## config.mk

```make
export PLATFORM = sky130hd
export DESIGN_NAME = spurt_false_event_detector_unit
export DESIGN_NICKNAME = d
export VERILOG_FILES = /design/src/hdl/sfed_pkg.sv /design/src/hdl/spurt_false_event_detector_unit.sv /design/src/hdl/sfed_ctrl.sv /design/src/hdl/sfed_dp.sv
export VERILOG_INCLUDE_DIRS = /design/src /design/src/hdl
export SDC_FILE = /design/constraint.sdc
export NUM_CORES = 2
export LEC_CHECK = 0
export BUFFER_PORTS_ARGS = -buffer_cell sky130_fd_sc_hd__buf_2
export CORE_ASPECT_RATIO = 1.25
export CORE_MARGIN = 2
export CORE_UTILIZATION = 45
export CTS_CLUSTER_SIZE = 30
export DETAILED_ROUTE_END_ITERATION = 6
export PLACE_DENSITY = 0.69
export SLEW_MARGIN = 0
export SYNTH_ARGS = -nofsm -noshare
export SYNTH_HDL_FRONTEND = slang
export SYNTH_HIERARCHICAL = 1
export SYNTH_SLANG_ARGS = --single-unit
```

## constraint.sdc

```tcl
create_clock -name clk_i -period 21.1 [get_ports clk_i]
set_input_delay 1.055 -clock clk_i [delete_from_list [all_inputs] [get_ports clk_i]]
set_output_delay 1.055 -clock clk_i [all_outputs]
set_load 0.02 [all_outputs]
```

## src/hdl/spurt_false_event_detector_unit_macros.svh

```systemverilog
// Assertion macros for the spurt false-event detector.
// Included by modules that check their own control and datapath logic.
`ifndef SPURT_FALSE_EVENT_DETECTOR_UNIT_MACROS_SVH
`define SPURT_FALSE_EVENT_DETECTOR_UNIT_MACROS_SVH
`ifndef SYNTHESIS
`define SFED_ASSERT(lbl, prop) \
  lbl: assert property (@(posedge clk_i) disable iff (!rst_ni) (prop)) \
    else $error("sfed assertion failed");
`define SFED_ASSERT_NEXT(lbl, pre, post) \
  lbl: assert property (@(posedge clk_i) disable iff (!rst_ni) (pre) |=> (post)) \
    else $error("sfed assertion failed");
`else
`define SFED_ASSERT(lbl, prop)
`define SFED_ASSERT_NEXT(lbl, pre, post)
`endif
`endif

```

## src/hdl/sfed_pkg.sv

```systemverilog
// Shared types and constants of the spurt false-event detector.
// No dependencies; used by the controller, the datapath and the top level.
package sfed_pkg;

  localparam int unsigned SAMPLE_BITS_DEF     = 24;
  localparam int unsigned COUNT_BITS_DEF      = 16;
  localparam int unsigned RATIO_FRAC_BITS_DEF = 8;

  localparam int unsigned NUM_AXES  = 3;
  localparam int unsigned AXIS_W    = 2;
  localparam int unsigned CFG_W     = 16;
  localparam int unsigned CFG_IDX_W = 2;
  localparam int unsigned RATIO_W   = 16;
  localparam int unsigned ENABLE_W  = 3;
  localparam int unsigned STATUS_W  = 2;

  localparam logic [CFG_W-1:0]    PREHIST_RST = 16'd64;
  localparam logic [CFG_W-1:0]    THRESH_RST  = 16'd1280;
  localparam logic [ENABLE_W-1:0] ENABLE_RST  = 3'd7;

  typedef enum logic [STATUS_W-1:0] {
    STATUS_OK      = 2'd0,
    STATUS_SHORT   = 2'd1,
    STATUS_NO_AXIS = 2'd2
  } status_e;

  typedef enum logic [CFG_IDX_W-1:0] {
    REG_PREHIST = 2'd0,
    REG_THRESH  = 2'd1,
    REG_ENABLE  = 2'd2
  } reg_idx_e;

  typedef struct packed {
    logic              sample_we;
    logic              div_load;
    logic              div_step;
    logic              merge;
    logic              finish;
    logic [AXIS_W-1:0] axis;
  } sfed_cmd_t;

  typedef struct packed {
    logic                win_ok;
    logic [NUM_AXES-1:0] axis_live;
    logic                out_free;
  } sfed_sts_t;

endpackage

```

## src/hdl/spurt_false_event_detector_unit.sv

```systemverilog
// Spurt false-event detector, top level: configuration registers and
// controller/datapath hookup. Depends on sfed_pkg, sfed_ctrl and sfed_dp.
//
// Usage:
// - Input channel (in_valid_i / in_stall_o): one beat per x/y/z sample
//   triple, last_sample_i marks the final beat of a window. Non-final beats
//   are taken one per cycle.
// - After the final beat the input stalls while the three axis ratios are
//   computed on one shared restoring divider, one quotient bit per cycle:
//   each enabled, non-flat axis is loaded, divided to a quotient of
//   SAMPLE_BITS+RATIO_FRAC_BITS bits and merged, a skipped axis is passed
//   over, and the result beat is loaded into the output register once it is free.
// - Output channel (out_valid_o / out_stall_i): one result beat per window,
//   held in a register. While it is stalled the next window can still be
//   collected; its result waits until the register is free.
// - Config port (cfg_valid_i / cfg_ready_o): always ready; index 0 is
//   prehistory length, 1 the 8.8 threshold, 2 the axis enable mask.
// - Reset clears the window state and loads the default configuration.
module spurt_false_event_detector_unit #(
  parameter int unsigned SAMPLE_BITS     = sfed_pkg::SAMPLE_BITS_DEF,
  parameter int unsigned COUNT_BITS      = sfed_pkg::COUNT_BITS_DEF,
  parameter int unsigned RATIO_FRAC_BITS = sfed_pkg::RATIO_FRAC_BITS_DEF
) (
  input  logic                             clk_i,
  input  logic                             rst_ni,
  input  logic                             in_valid_i,
  output logic                             in_stall_o,
  input  logic signed [SAMPLE_BITS-1:0]    sample_x_i,
  input  logic signed [SAMPLE_BITS-1:0]    sample_y_i,
  input  logic signed [SAMPLE_BITS-1:0]    sample_z_i,
  input  logic                             last_sample_i,
  output logic                             out_valid_o,
  input  logic                             out_stall_i,
  output logic                             false_event_o,
  output logic [sfed_pkg::RATIO_W-1:0]     max_ratio_o,
  output logic [sfed_pkg::STATUS_W-1:0]    status_o,
  output logic [SAMPLE_BITS-1:0]           peak_x_o,
  output logic [SAMPLE_BITS-1:0]           peak_y_o,
  output logic [SAMPLE_BITS-1:0]           peak_z_o,
  output logic [SAMPLE_BITS-1:0]           spurt_x_o,
  output logic [SAMPLE_BITS-1:0]           spurt_y_o,
  output logic [SAMPLE_BITS-1:0]           spurt_z_o,
  input  logic                             cfg_valid_i,
  output logic                             cfg_ready_o,
  input  logic [sfed_pkg::CFG_IDX_W-1:0]   cfg_index_i,
  input  logic [sfed_pkg::CFG_W-1:0]       cfg_data_i
);
  import sfed_pkg::*;

  localparam int unsigned QUOT_BITS = SAMPLE_BITS + RATIO_FRAC_BITS;

  logic [CFG_W-1:0]    prehist_q;
  logic [CFG_W-1:0]    thresh_q;
  logic [ENABLE_W-1:0] enable_q;
  sfed_cmd_t           cmd;
  sfed_sts_t           sts;

  assign cfg_ready_o = 1'b1;

  always_ff @(posedge clk_i or negedge rst_ni) begin
    if (!rst_ni) begin
      prehist_q <= PREHIST_RST;
      thresh_q  <= THRESH_RST;
      enable_q  <= ENABLE_RST;
    end else if (cfg_valid_i && cfg_ready_o) begin
      unique case (cfg_index_i)
        REG_PREHIST: prehist_q <= cfg_data_i;
        REG_THRESH:  thresh_q  <= cfg_data_i;
        REG_ENABLE:  enable_q  <= cfg_data_i[ENABLE_W-1:0];
        default: begin
        end
      endcase
    end
  end

  sfed_ctrl #(
    .QUOT_BITS (QUOT_BITS)
  ) u_ctrl (
    .clk_i         (clk_i),
    .rst_ni        (rst_ni),
    .in_valid_i    (in_valid_i),
    .last_sample_i (last_sample_i),
    .in_stall_o    (in_stall_o),
    .sts_i         (sts),
    .cmd_o         (cmd)
  );

  sfed_dp #(
    .SAMPLE_BITS     (SAMPLE_BITS),
    .COUNT_BITS      (COUNT_BITS),
    .RATIO_FRAC_BITS (RATIO_FRAC_BITS)
  ) u_dp (
    .clk_i             (clk_i),
    .rst_ni            (rst_ni),
    .cmd_i             (cmd),
    .sts_o             (sts),
    .sample_x_i        (sample_x_i),
    .sample_y_i        (sample_y_i),
    .sample_z_i        (sample_z_i),
    .prehistory_len_i  (prehist_q),
    .threshold_ratio_i (thresh_q),
    .axis_enable_i     (enable_q),
    .out_valid_o       (out_valid_o),
    .out_stall_i       (out_stall_i),
    .false_event_o     (false_event_o),
    .max_ratio_o       (max_ratio_o),
    .status_o          (status_o),
    .peak_x_o          (peak_x_o),
    .peak_y_o          (peak_y_o),
    .peak_z_o          (peak_z_o),
    .spurt_x_o         (spurt_x_o),
    .spurt_y_o         (spurt_y_o),
    .spurt_z_o         (spurt_z_o)
  );

endmodule

```

## src/hdl/sfed_ctrl.sv

```systemverilog
// Sequencer: sample collection, per-axis division and result hand-off.
// Depends on sfed_pkg and the assertion macro header.
`include "spurt_false_event_detector_unit_macros.svh"
module sfed_ctrl #(
  parameter int unsigned QUOT_BITS = 32
) (
  input  logic                 clk_i,
  input  logic                 rst_ni,
  input  logic                 in_valid_i,
  input  logic                 last_sample_i,
  output logic                 in_stall_o,
  input  sfed_pkg::sfed_sts_t  sts_i,
  output sfed_pkg::sfed_cmd_t  cmd_o
);
  import sfed_pkg::*;

  localparam int unsigned CNT_W = $clog2(QUOT_BITS);
  localparam logic [AXIS_W-1:0] AXIS_LAST = AXIS_W'(NUM_AXES - 1);
  localparam logic [CNT_W-1:0]  STEP_LAST = CNT_W'(QUOT_BITS - 1);

  typedef enum logic [4:0] {
    S_COLLECT = 5'b00001,
    S_LOAD    = 5'b00010,
    S_DIVIDE  = 5'b00100,
    S_MERGE   = 5'b01000,
    S_FINISH  = 5'b10000
  } state_e;

  state_e            state_q, state_d;
  logic [AXIS_W-1:0] axis_q, axis_d;
  logic [CNT_W-1:0]  cnt_q, cnt_d;
  logic              accept;

  assign in_stall_o = (state_q != S_COLLECT);
  assign accept     = in_valid_i && !in_stall_o;

  always_comb begin
    state_d = state_q;
    axis_d  = axis_q;
    cnt_d   = cnt_q;
    cmd_o   = '0;
    cmd_o.axis = axis_q;
    unique case (state_q)
      S_COLLECT: begin
        cmd_o.sample_we = accept;
        if (accept && last_sample_i) begin
          axis_d  = '0;
          state_d = S_LOAD;
        end
      end
      S_LOAD: begin
        if (sts_i.win_ok && sts_i.axis_live[axis_q]) begin
          cmd_o.div_load = 1'b1;
          cnt_d   = '0;
          state_d = S_DIVIDE;
        end else if (axis_q == AXIS_LAST) begin
          state_d = S_FINISH;
        end else begin
          axis_d = axis_q + 1'b1;
        end
      end
      S_DIVIDE: begin
        cmd_o.div_step = 1'b1;
        cnt_d = cnt_q + 1'b1;
        if (cnt_q == STEP_LAST) begin
          state_d = S_MERGE;
        end
      end
      S_MERGE: begin
        cmd_o.merge = 1'b1;
        if (axis_q == AXIS_LAST) begin
          state_d = S_FINISH;
        end else begin
          axis_d  = axis_q + 1'b1;
          state_d = S_LOAD;
        end
      end
      S_FINISH: begin
        if (sts_i.out_free) begin
          cmd_o.finish = 1'b1;
          state_d = S_COLLECT;
        end
      end
      default: begin
        state_d = S_COLLECT;
      end
    endcase
  end

  always_ff @(posedge clk_i or negedge rst_ni) begin
    if (!rst_ni) begin
      state_q <= S_COLLECT;
      axis_q  <= '0;
      cnt_q   <= '0;
    end else begin
      state_q <= state_d;
      axis_q  <= axis_d;
      cnt_q   <= cnt_d;
    end
  end

  `SFED_ASSERT(a_load_only_live, cmd_o.div_load |-> (sts_i.win_ok && sts_i.axis_live[axis_q]))
  `SFED_ASSERT_NEXT(a_last_starts_eval, accept && last_sample_i, state_q == S_LOAD)
  `SFED_ASSERT_NEXT(a_finish_reopens, cmd_o.finish, !in_stall_o)

endmodule

```

## src/hdl/sfed_dp.sv

```systemverilog
// Datapath: per-axis window statistics, shared restoring divider, result register.
// Depends on sfed_pkg and the assertion macro header.
`include "spurt_false_event_detector_unit_macros.svh"
module sfed_dp #(
  parameter int unsigned SAMPLE_BITS     = 24,
  parameter int unsigned COUNT_BITS      = 16,
  parameter int unsigned RATIO_FRAC_BITS = 8
) (
  input  logic                               clk_i,
  input  logic                               rst_ni,
  input  sfed_pkg::sfed_cmd_t                cmd_i,
  output sfed_pkg::sfed_sts_t                sts_o,
  input  logic signed [SAMPLE_BITS-1:0]      sample_x_i,
  input  logic signed [SAMPLE_BITS-1:0]      sample_y_i,
  input  logic signed [SAMPLE_BITS-1:0]      sample_z_i,
  input  logic [sfed_pkg::CFG_W-1:0]         prehistory_len_i,
  input  logic [sfed_pkg::CFG_W-1:0]         threshold_ratio_i,
  input  logic [sfed_pkg::ENABLE_W-1:0]      axis_enable_i,
  output logic                               out_valid_o,
  input  logic                               out_stall_i,
  output logic                               false_event_o,
  output logic [sfed_pkg::RATIO_W-1:0]       max_ratio_o,
  output logic [sfed_pkg::STATUS_W-1:0]      status_o,
  output logic [SAMPLE_BITS-1:0]             peak_x_o,
  output logic [SAMPLE_BITS-1:0]             peak_y_o,
  output logic [SAMPLE_BITS-1:0]             peak_z_o,
  output logic [SAMPLE_BITS-1:0]             spurt_x_o,
  output logic [SAMPLE_BITS-1:0]             spurt_y_o,
  output logic [SAMPLE_BITS-1:0]             spurt_z_o
);
  import sfed_pkg::*;

  localparam int unsigned QUOT_BITS = SAMPLE_BITS + RATIO_FRAC_BITS;
  localparam int unsigned CMP_W     = (QUOT_BITS > RATIO_W) ? QUOT_BITS : RATIO_W;
  localparam int unsigned LEN_W     = (COUNT_BITS > CFG_W) ? COUNT_BITS : CFG_W;
  localparam logic [RATIO_W-1:0] RATIO_MAX = '1;

  logic signed [SAMPLE_BITS-1:0] min_q [NUM_AXES];
  logic signed [SAMPLE_BITS-1:0] max_q [NUM_AXES];
  logic signed [SAMPLE_BITS-1:0] prev_q [NUM_AXES];
  logic [SAMPLE_BITS-1:0]        spurt_q [NUM_AXES];
  logic signed [SAMPLE_BITS-1:0] min_d [NUM_AXES];
  logic signed [SAMPLE_BITS-1:0] max_d [NUM_AXES];
  logic [SAMPLE_BITS-1:0]        spurt_d [NUM_AXES];
  logic signed [SAMPLE_BITS-1:0] smp [NUM_AXES];
  logic [SAMPLE_BITS-1:0]        peak [NUM_AXES];
  logic [NUM_AXES-1:0]           live;
  logic signed [SAMPLE_BITS:0]   diff [NUM_AXES];
  logic signed [SAMPLE_BITS:0]   absd [NUM_AXES];
  logic [COUNT_BITS-1:0]         count_q, count_d;
  logic                          in_pre, first, win_short, no_axis, win_ok;

  logic [SAMPLE_BITS-1:0]        rem_q, rem_d;
  logic [QUOT_BITS-1:0]          quo_q, quo_d;
  logic [SAMPLE_BITS-1:0]        divisor;
  logic [SAMPLE_BITS:0]          trial;
  logic                          ge;
  logic [CMP_W-1:0]              q_ext, thr_ext;
  logic [RATIO_W-1:0]            ratio;
  logic                          hit;
  logic [RATIO_W-1:0]            maxr_q;
  logic                          fe_q;

  logic                          out_valid_q;
  logic                          fe_out_q;
  logic [RATIO_W-1:0]            maxr_out_q;
  logic [STATUS_W-1:0]           status_q;
  logic [SAMPLE_BITS-1:0]        peak_out_q [NUM_AXES];
  logic [SAMPLE_BITS-1:0]        spurt_out_q [NUM_AXES];

  assign smp[0] = sample_x_i;
  assign smp[1] = sample_y_i;
  assign smp[2] = sample_z_i;

  assign in_pre    = LEN_W'(count_q) < LEN_W'(prehistory_len_i);
  assign first     = (count_q == '0);
  assign count_d   = (count_q == '1) ? count_q : count_q + 1'b1;
  assign win_short = (prehistory_len_i == '0) || (LEN_W'(count_q) <= LEN_W'(prehistory_len_i));
  assign no_axis   = (axis_enable_i == '0);
  assign win_ok    = !win_short && !no_axis;

  always_comb begin
    for (int a = 0; a < NUM_AXES; a++) begin
      diff[a]  = {smp[a][SAMPLE_BITS-1], smp[a]} - {prev_q[a][SAMPLE_BITS-1], prev_q[a]};
      absd[a]  = diff[a][SAMPLE_BITS] ? -diff[a] : diff[a];
      peak[a]  = SAMPLE_BITS'(max_q[a] - min_q[a]);
      live[a]  = axis_enable_i[a] && (max_q[a] > min_q[a]);
      min_d[a] = min_q[a];
      max_d[a] = max_q[a];
      spurt_d[a] = spurt_q[a];
      if (in_pre) begin
        if (first || smp[a] < min_q[a]) min_d[a] = smp[a];
        if (first || smp[a] > max_q[a]) max_d[a] = smp[a];
      end else if (absd[a][SAMPLE_BITS-1:0] > spurt_q[a]) begin
        spurt_d[a] = absd[a][SAMPLE_BITS-1:0];
      end
    end
  end

  always_comb begin
    case (cmd_i.axis)
      2'd0:    divisor = peak[0];
      2'd1:    divisor = peak[1];
      default: divisor = peak[2];
    endcase
  end

  assign trial   = {rem_q, quo_q[QUOT_BITS-1]};
  assign ge      = trial >= {1'b0, divisor};
  assign rem_d   = ge ? SAMPLE_BITS'(trial - {1'b0, divisor}) : trial[SAMPLE_BITS-1:0];
  assign quo_d   = {quo_q[QUOT_BITS-2:0], ge};
  assign q_ext   = CMP_W'(quo_q);
  assign thr_ext = CMP_W'(threshold_ratio_i);
  assign ratio   = (q_ext > CMP_W'(RATIO_MAX)) ? RATIO_MAX : RATIO_W'(q_ext);
  assign hit     = (q_ext > thr_ext) || ((q_ext == thr_ext) && (rem_q != '0));

  always_ff @(posedge clk_i or negedge rst_ni) begin
    if (!rst_ni) begin
      count_q <= '0;
      maxr_q  <= '0;
      fe_q    <= 1'b0;
      for (int a = 0; a < NUM_AXES; a++) begin
        min_q[a]   <= '0;
        max_q[a]   <= '0;
        prev_q[a]  <= '0;
        spurt_q[a] <= '0;
      end
    end else if (cmd_i.finish) begin
      count_q <= '0;
      maxr_q  <= '0;
      fe_q    <= 1'b0;
      for (int a = 0; a < NUM_AXES; a++) begin
        min_q[a]   <= '0;
        max_q[a]   <= '0;
        prev_q[a]  <= '0;
        spurt_q[a] <= '0;
      end
    end else begin
      if (cmd_i.sample_we) begin
        count_q <= count_d;
        for (int a = 0; a < NUM_AXES; a++) begin
          min_q[a]   <= min_d[a];
          max_q[a]   <= max_d[a];
          prev_q[a]  <= smp[a];
          spurt_q[a] <= spurt_d[a];
        end
      end
      if (cmd_i.merge) begin
        if (ratio > maxr_q) maxr_q <= ratio;
        fe_q <= fe_q | hit;
      end
    end
  end

  always_ff @(posedge clk_i) begin
    if (cmd_i.div_load) begin
      rem_q <= '0;
      quo_q <= QUOT_BITS'(spurt_q[cmd_i.axis]) << RATIO_FRAC_BITS;
    end else if (cmd_i.div_step) begin
      rem_q <= rem_d;
      quo_q <= quo_d;
    end
  end

  always_ff @(posedge clk_i or negedge rst_ni) begin
    if (!rst_ni) begin
      out_valid_q <= 1'b0;
    end else if (cmd_i.finish) begin
      out_valid_q <= 1'b1;
    end else if (out_valid_q && !out_stall_i) begin
      out_valid_q <= 1'b0;
    end
  end

  always_ff @(posedge clk_i) begin
    if (cmd_i.finish) begin
      fe_out_q   <= win_ok && fe_q;
      maxr_out_q <= win_ok ? maxr_q : '0;
      if (win_short)    status_q <= STATUS_SHORT;
      else if (no_axis) status_q <= STATUS_NO_AXIS;
      else              status_q <= STATUS_OK;
      for (int a = 0; a < NUM_AXES; a++) begin
        peak_out_q[a]  <= (win_ok && live[a]) ? peak[a] : '0;
        spurt_out_q[a] <= (win_ok && live[a]) ? spurt_q[a] : '0;
      end
    end
  end

  assign sts_o.win_ok    = win_ok;
  assign sts_o.axis_live = live;
  assign sts_o.out_free  = !out_valid_q || !out_stall_i;

  assign out_valid_o   = out_valid_q;
  assign false_event_o = fe_out_q;
  assign max_ratio_o   = maxr_out_q;
  assign status_o      = status_q;
  assign peak_x_o      = peak_out_q[0];
  assign peak_y_o      = peak_out_q[1];
  assign peak_z_o      = peak_out_q[2];
  assign spurt_x_o     = spurt_out_q[0];
  assign spurt_y_o     = spurt_out_q[1];
  assign spurt_z_o     = spurt_out_q[2];

  `SFED_ASSERT(a_finish_slot_free, cmd_i.finish |-> !(out_valid_q && out_stall_i))
  `SFED_ASSERT_NEXT(a_rem_below_divisor, cmd_i.div_step, rem_q < divisor)

endmodule
```

# After elaboration in Yosys (flattened, before gate mapping)
# Memory sizes are Yosys's and may differ from the RTL's.
# Index checks and enable logic that the tools add are counted.
# word_totals
register_bits,444
mem_bits_rw,144
output_inout_bits,166
wordCells,231
n_memories,2
# mem_list
name,depth,width,rd,rd_ports_with_merged_regs,write_ports,line,source
u_dp.peak_out_q,3,24,3,0,3,sfed_dp.sv:68,logic [SAMPLE_BITS-1:0] peak_out_q [NUM_AXES];
u_dp.spurt_out_q,3,24,3,0,3,sfed_dp.sv:69,logic [SAMPLE_BITS-1:0] spurt_out_q [NUM_AXES];
# classes
add_sub_neg,13
order_cmp,20
n_eq_ne,21
muxes,78
n_bitwise,2
n_reduce_logical,67
# op_table
cell,count
2-to-1 mux 24 bit,30
2-to-1 mux 72 bit,8
greater-than comparator 24 bit,9
2-to-1 mux 16 bit,7
subtractor 24 bit,4
subtractor 24 x 24 -> 25 bit,3
less-than comparator 24 bit,3
negation 24 bit,3
2-to-1 mux 32 bit,2
binary-select mux 24 bit (select 2 bit),1
one-hot mux 24 bit (2 select lines),1
2-to-1 mux 5 bit,7
== test 32 x 16 -> 1 bit,1
greater-than comparator 32 x 16 -> 1 bit,1
greater-than comparator 32 x 16 -> 1 bit (second input constant),1
zero test 16 bit,2
nonzero test 2 bit,16
AND reduction 3 bit,10
>= comparator 25 x 24 -> 1 bit,1
one-hot mux 5 bit (5 select lines),1
nonzero test 24 bit,1
adder 16 x 1 -> 16 bit (second input constant),1
== test 16 bit (second input constant),1
greater-than comparator 16 bit,1
other kinds (32),86

# Logic depth before layout (Yosys ltp)
# depth
ltp_word,8
ltp_mapped,27
mapped_depth_nobuf,26

# Cells and area by module
# Netlist, hierarchy kept.
# by_module_without_submodules
mod,n_inst,cells_per_inst,area_per_inst_um2
sfed_dp,1,4323,39758.1
spurt_false_event_detector_unit,1,77,1345.0
sfed_ctrl,1,81,759.5

# Worst setup path after synthesis
# Ideal clock, no wire load.
# synth_path
kind,input port to flip-flop
from,in out_stall_i
to,reg u_dp/max_q[51] in the netlist's numbering
setup_time_ns,0.125
arrival_time_ns,9.840
required_ns,20.975
setup_slack_ns,11.136
path_stages,10
cell_sequence,nand2_1 inv_1 nor2_1 clkbuf_1 a41o_1 clkbuf_1 a31oi_1 a31oi_1 clkbuf_1 mux2_2
# synth_rtl
element,line,source
from (decl),spurt_false_event_detector_unit.sv:33,"input logic out_stall_i,"
"to (signal, indexed assignment)",sfed_dp.sv:143,max_q[a] <= max_d[a];
to (decl),sfed_dp.sv:39,logic signed [SAMPLE_BITS-1:0] max_q [NUM_AXES];

# Final worst setup path
# layout_path
from,in sample_y_i[0]
to,reg u_dp/spurt_q[47] in the netlist's numbering
# layout_via
elab_chain_cells,7
elab_cells_between_ends,10
# layout_lines
element,line,source
from (decl),spurt_false_event_detector_unit.sv:29,"input logic signed [SAMPLE_BITS-1:0] sample_y_i,"
subtractor 24 x 24 -> 25 bit *,sfed_dp.sv:84,"diff[a] = {smp[a][SAMPLE_BITS-1], smp[a]} - {prev_q[a][SAMPLE_BITS-1], prev_q[a]};"
negation 24 bit,sfed_dp.sv:85,absd[a] = diff[a][SAMPLE_BITS] ? -diff[a] : diff[a];
2-to-1 mux 24 bit *,sfed_dp.sv:85,
"parallel branches: the longest is 4 deep, another holds greater-than comparator 24 bit",--,
"to (signal, indexed assignment)",sfed_dp.sv:145,spurt_q[a] <= spurt_d[a];
to (decl),sfed_dp.sv:41,logic [SAMPLE_BITS-1:0] spurt_q [NUM_AXES];
# Mark *: on every way between the ends. The select of a mux whose other input is x is not followed.
# A chain may end at the register's enable or synchronous reset.

==> metrics.txt <==
Post-CTS Setup Bufs 0; Startpoint Class primary input; Hold Buf Count CTS 0; first-pass GRT wire length slightly below 200000 um; worst reg-to-reg setup slack between 10000 and 15000 ps; DRT iter0 DRCs ~2700; final setup TNS 0 ps; I/O Pins 262; CTS resizes 0; share of the synthesized area in the top cell type 21.6%; detailed-route via count 34300; Seq/Total Area, Yosys between 30% and 40%; Clock transition at path regs around 60 ps; nets 5214; dominant cell type by area after synthesis dfrtp_1; First-pass DRT Iterations 5; root buf cell clkbuf_16; max_cap viols 0; CTS tree done; Initial Util between 40 and 50%; fillers around 8600; Required @ worst endpoint ~22000 ps; Crit Path Class in2reg; antenna cells 0; post-synthesis cell count 4481; post-synth net total 5021; CP Max Fanout 24; # clock sinks 588; Yosys reg bits approximately 590; Die Y 345 um; Final Hold Viols 0; Final Routed Wirelength between 100000 and 150000 um; Syn. warnings 6; Max VDD drop 0.0643 mV; Overflow after GRT 0; routability cong. approximately 0.96; fmax 136 MHz; largest net degree at the start of global routing roughly 190; Port Buffer Count 260; Antenna Violating Nets Remaining 0; Tot GR Track Use between 20% and 30%; FP Rows 125; Unique masters post-synth approximately 110; minimum clock period 7340 ps; Min-Delay Path Class in2async; Setup WS post-layout approximately 14000 ps; Pleak between 20 and 25 nW; DP HPWL approximately 95000 um; vias in the first global route roughly 34000; Synth Area per Inst 9.34 um^2; FF-to-FF path depth 24; final slew viol count 0; PD cells between 150 and 200 nW/um^2; Core Box Area 92600 um^2; Fin Hold WS roughly 440 ps; Relative slew margins approximately 18%; Die Footprint 95500 um^2; total power between 8 and 9 mW; Inserted Clock Buffers between 60 and 70; Crit Reg-Reg Startpoint u_dp/min_q[24]; Synth Flop Type dfrtp_1; H-tree depth 3; die width between 200 and 300 um; part of the cycle the worst path needs between 30% and 40%; number of synthesized flops with an enable pin between 150 and 200; status finished clean; Worst EP arrival between 7000 and 8000 ps; initial antenna violation count 6; final setup fails 0; Synth-to-Final Area Change 11.5%; RSZ-0062 raised after global routing false; maximum clock path buffer count 3; Synth area leaders dfrtp_1 22%, edfxtp_1 13%, ha_1 13%, mux2_2 4.9%, nor2_1 4.2%; Placement Setup Slack ~13000 ps; Post-synth ARST share 62.8%; r2r endpoint u_dp/rem_q[20]; Syn Std Cell Area 41900 um^2; clock skew roughly 32 ps; Clock Latency Late Sink roughly 640 ps; share of layout cells above drive strength 1 between 10% and 20%; vias per std cell around 5.8; wire per inst approximately 21 um; drc violations 0; Least-Margin Pin Slew ~1200 ps; Crit. End Element flop
## area by class of cell
cell class / count / area (um^2) / area share (%)
sequential: 588 / 15500 / 33.2
inverter: 418 / 1570 / 3.36
multi-input combinational: 3311 / 24200 / 51.9
tap: 1206 / 1510 / 3.23
clock buffer: 83 / 1830 / 3.92
clock inverter: 40 / 472 / 1.01
timing repair buffer: 288 / 1550 / 3.31
## layer usage
layer,track usage (%),share of wire (%)
met1,33.8,43
met2,42.9,47
met3,3.26,5.9
met4,10.6,4.2
met5,0,0
## stage by stage
step / util, % / cell area [um^2] / cells
after floorplan: - / 41900 / 4481
after global placement: 47.9 / 44400 / 5811
after detailed placement: 47.9 / 44400 / 5811
after CTS: 50.4 / 46700 / 5934
after global routing: 50.4 / 46700 / 5934
final: 50.4 / 46700 / 5934
## logic make-up (layout without fill, tap and decap cells)
kind of cell	count (synthesis)	count (layout)	synth area share, %
compound gates	991	991	15.7
xor+xnor	189	189	3.97
fa+ha+maj	444	444	13.4
buf+inv	582	829	5.34
flops	588	588	37.0
mux	339	339	8.66
other cells	1	1	0.00896
simple gates	1347	1347	15.9
## report_power, final
group	internal (mW)	leakage, nW	switching (mW)
clock	0.731	1.13	0.496
combinational	2.08	13.6	3.31
sequential	1.43	6.95	0.183
total	4.24	21.7	3.99
## layout by cell type, fill, tap and decap left out, drive strengths merged, types with 21 or more instances in the layout
| cell | count |
|---|---|
| and3 | 49 |
| nor3 | 88 |
| a21oi | 271 |
| nand2 | 227 |
| a31oi | 21 |
| nor4 | 35 |
| nand3 | 71 |
| o21ai | 182 |
| buf | 288 |
| dfxtp | 32 |
| a211oi | 90 |
| o22ai | 39 |
| mux2 | 184 |
| and2 | 38 |
| o211ai | 22 |
| o21bai | 25 |
| xnor2 | 111 |
| o21a | 53 |
| mux2i | 155 |
| edfxtp | 187 |
| ha | 437 |
| dfrtp | 362 |
| inv | 422 |
| a21o | 121 |
| nor2b | 127 |
| nor2 | 472 |
| or2 | 38 |
| clkinv | 25 |
| nand2b | 46 |
| clkbuf | 83 |
| xor2 | 78 |
| o31ai | 21 |
| nand4 | 81 |
## Yosys cell counts (all sizes together), types with 22 or more instances
| cell | count |
|---|---|
| nand2 | 227 |
| o22ai | 39 |
| nor2b | 127 |
| o211ai | 22 |
| o21ai | 182 |
| dfxtp | 32 |
| nor2 | 472 |
| edfxtp | 187 |
| a21o | 121 |
| o21a | 53 |
| inv | 417 |
| nand4 | 81 |
| clkbuf | 138 |
| a211oi | 90 |
| nand3 | 71 |
| and3 | 49 |
| nor4 | 35 |
| xnor2 | 111 |
| ha | 437 |
| nor3 | 88 |
| xor2 | 78 |
| mux2i | 155 |
| buf | 26 |
| mux2 | 184 |
| or2 | 38 |
| and2 | 38 |
| a21oi | 271 |
| o21bai | 25 |
| dfrtp | 362 |
| nand2b | 46 |
## worst max path at each step
stage	end	depth (start not counted)	slack (ps)	startpoint
global placement	u_dp/spurt_q[47]	25	13420	sample_y_i[0]
global route	u_dp/spurt_q[47]	25	13090	sample_y_i[0]
floorplan	u_dp/max_q[51]	10	11140	out_stall_i
detailed placement	u_dp/spurt_q[47]	25	13230	sample_y_i[0]
CTS	u_dp/spurt_q[47]	25	13890	sample_y_i[0]
finish	u_dp/spurt_q[47]	25	13760	sample_y_i[0]
## registers in the layout, indices dropped and copies added, names as in the netlist, 5 cells and up
signal            count
prehist_q            16
thresh_q             16
u_ctrl/cnt_q          5
u_ctrl/state_q        5
u_dp/count_q         16
u_dp/max_q           72
u_dp/max_ratio_o     16
u_dp/maxr_q          16
u_dp/min_q           72
u_dp/peak_out_q      72
u_dp/prev_q          72
u_dp/q_ext           32
u_dp/rem_q           24
u_dp/spurt_out_q     72
u_dp/spurt_q         72
## critical path: stages
cell and delay, ps:
buf_2 100, inv_1 70, ha_1 230, fa_1 420
and2b_1 270, o21bai_1 80, a21oi_1 240, o41ai_2 120
o211ai_1 470, a21oi_1 210, o211ai_1 870, nand2_1 410
and3_1 280, or2_1 200, ha_1 290, nand4_1 110
or2_2 320, nor4_1 410, nand2_1 130, a21oi_1 270
o311ai_4 270, buf_4 370, nor3_1 140, or4b_1 450
nand3_1 100
Power figures use the tool's default switching activity.
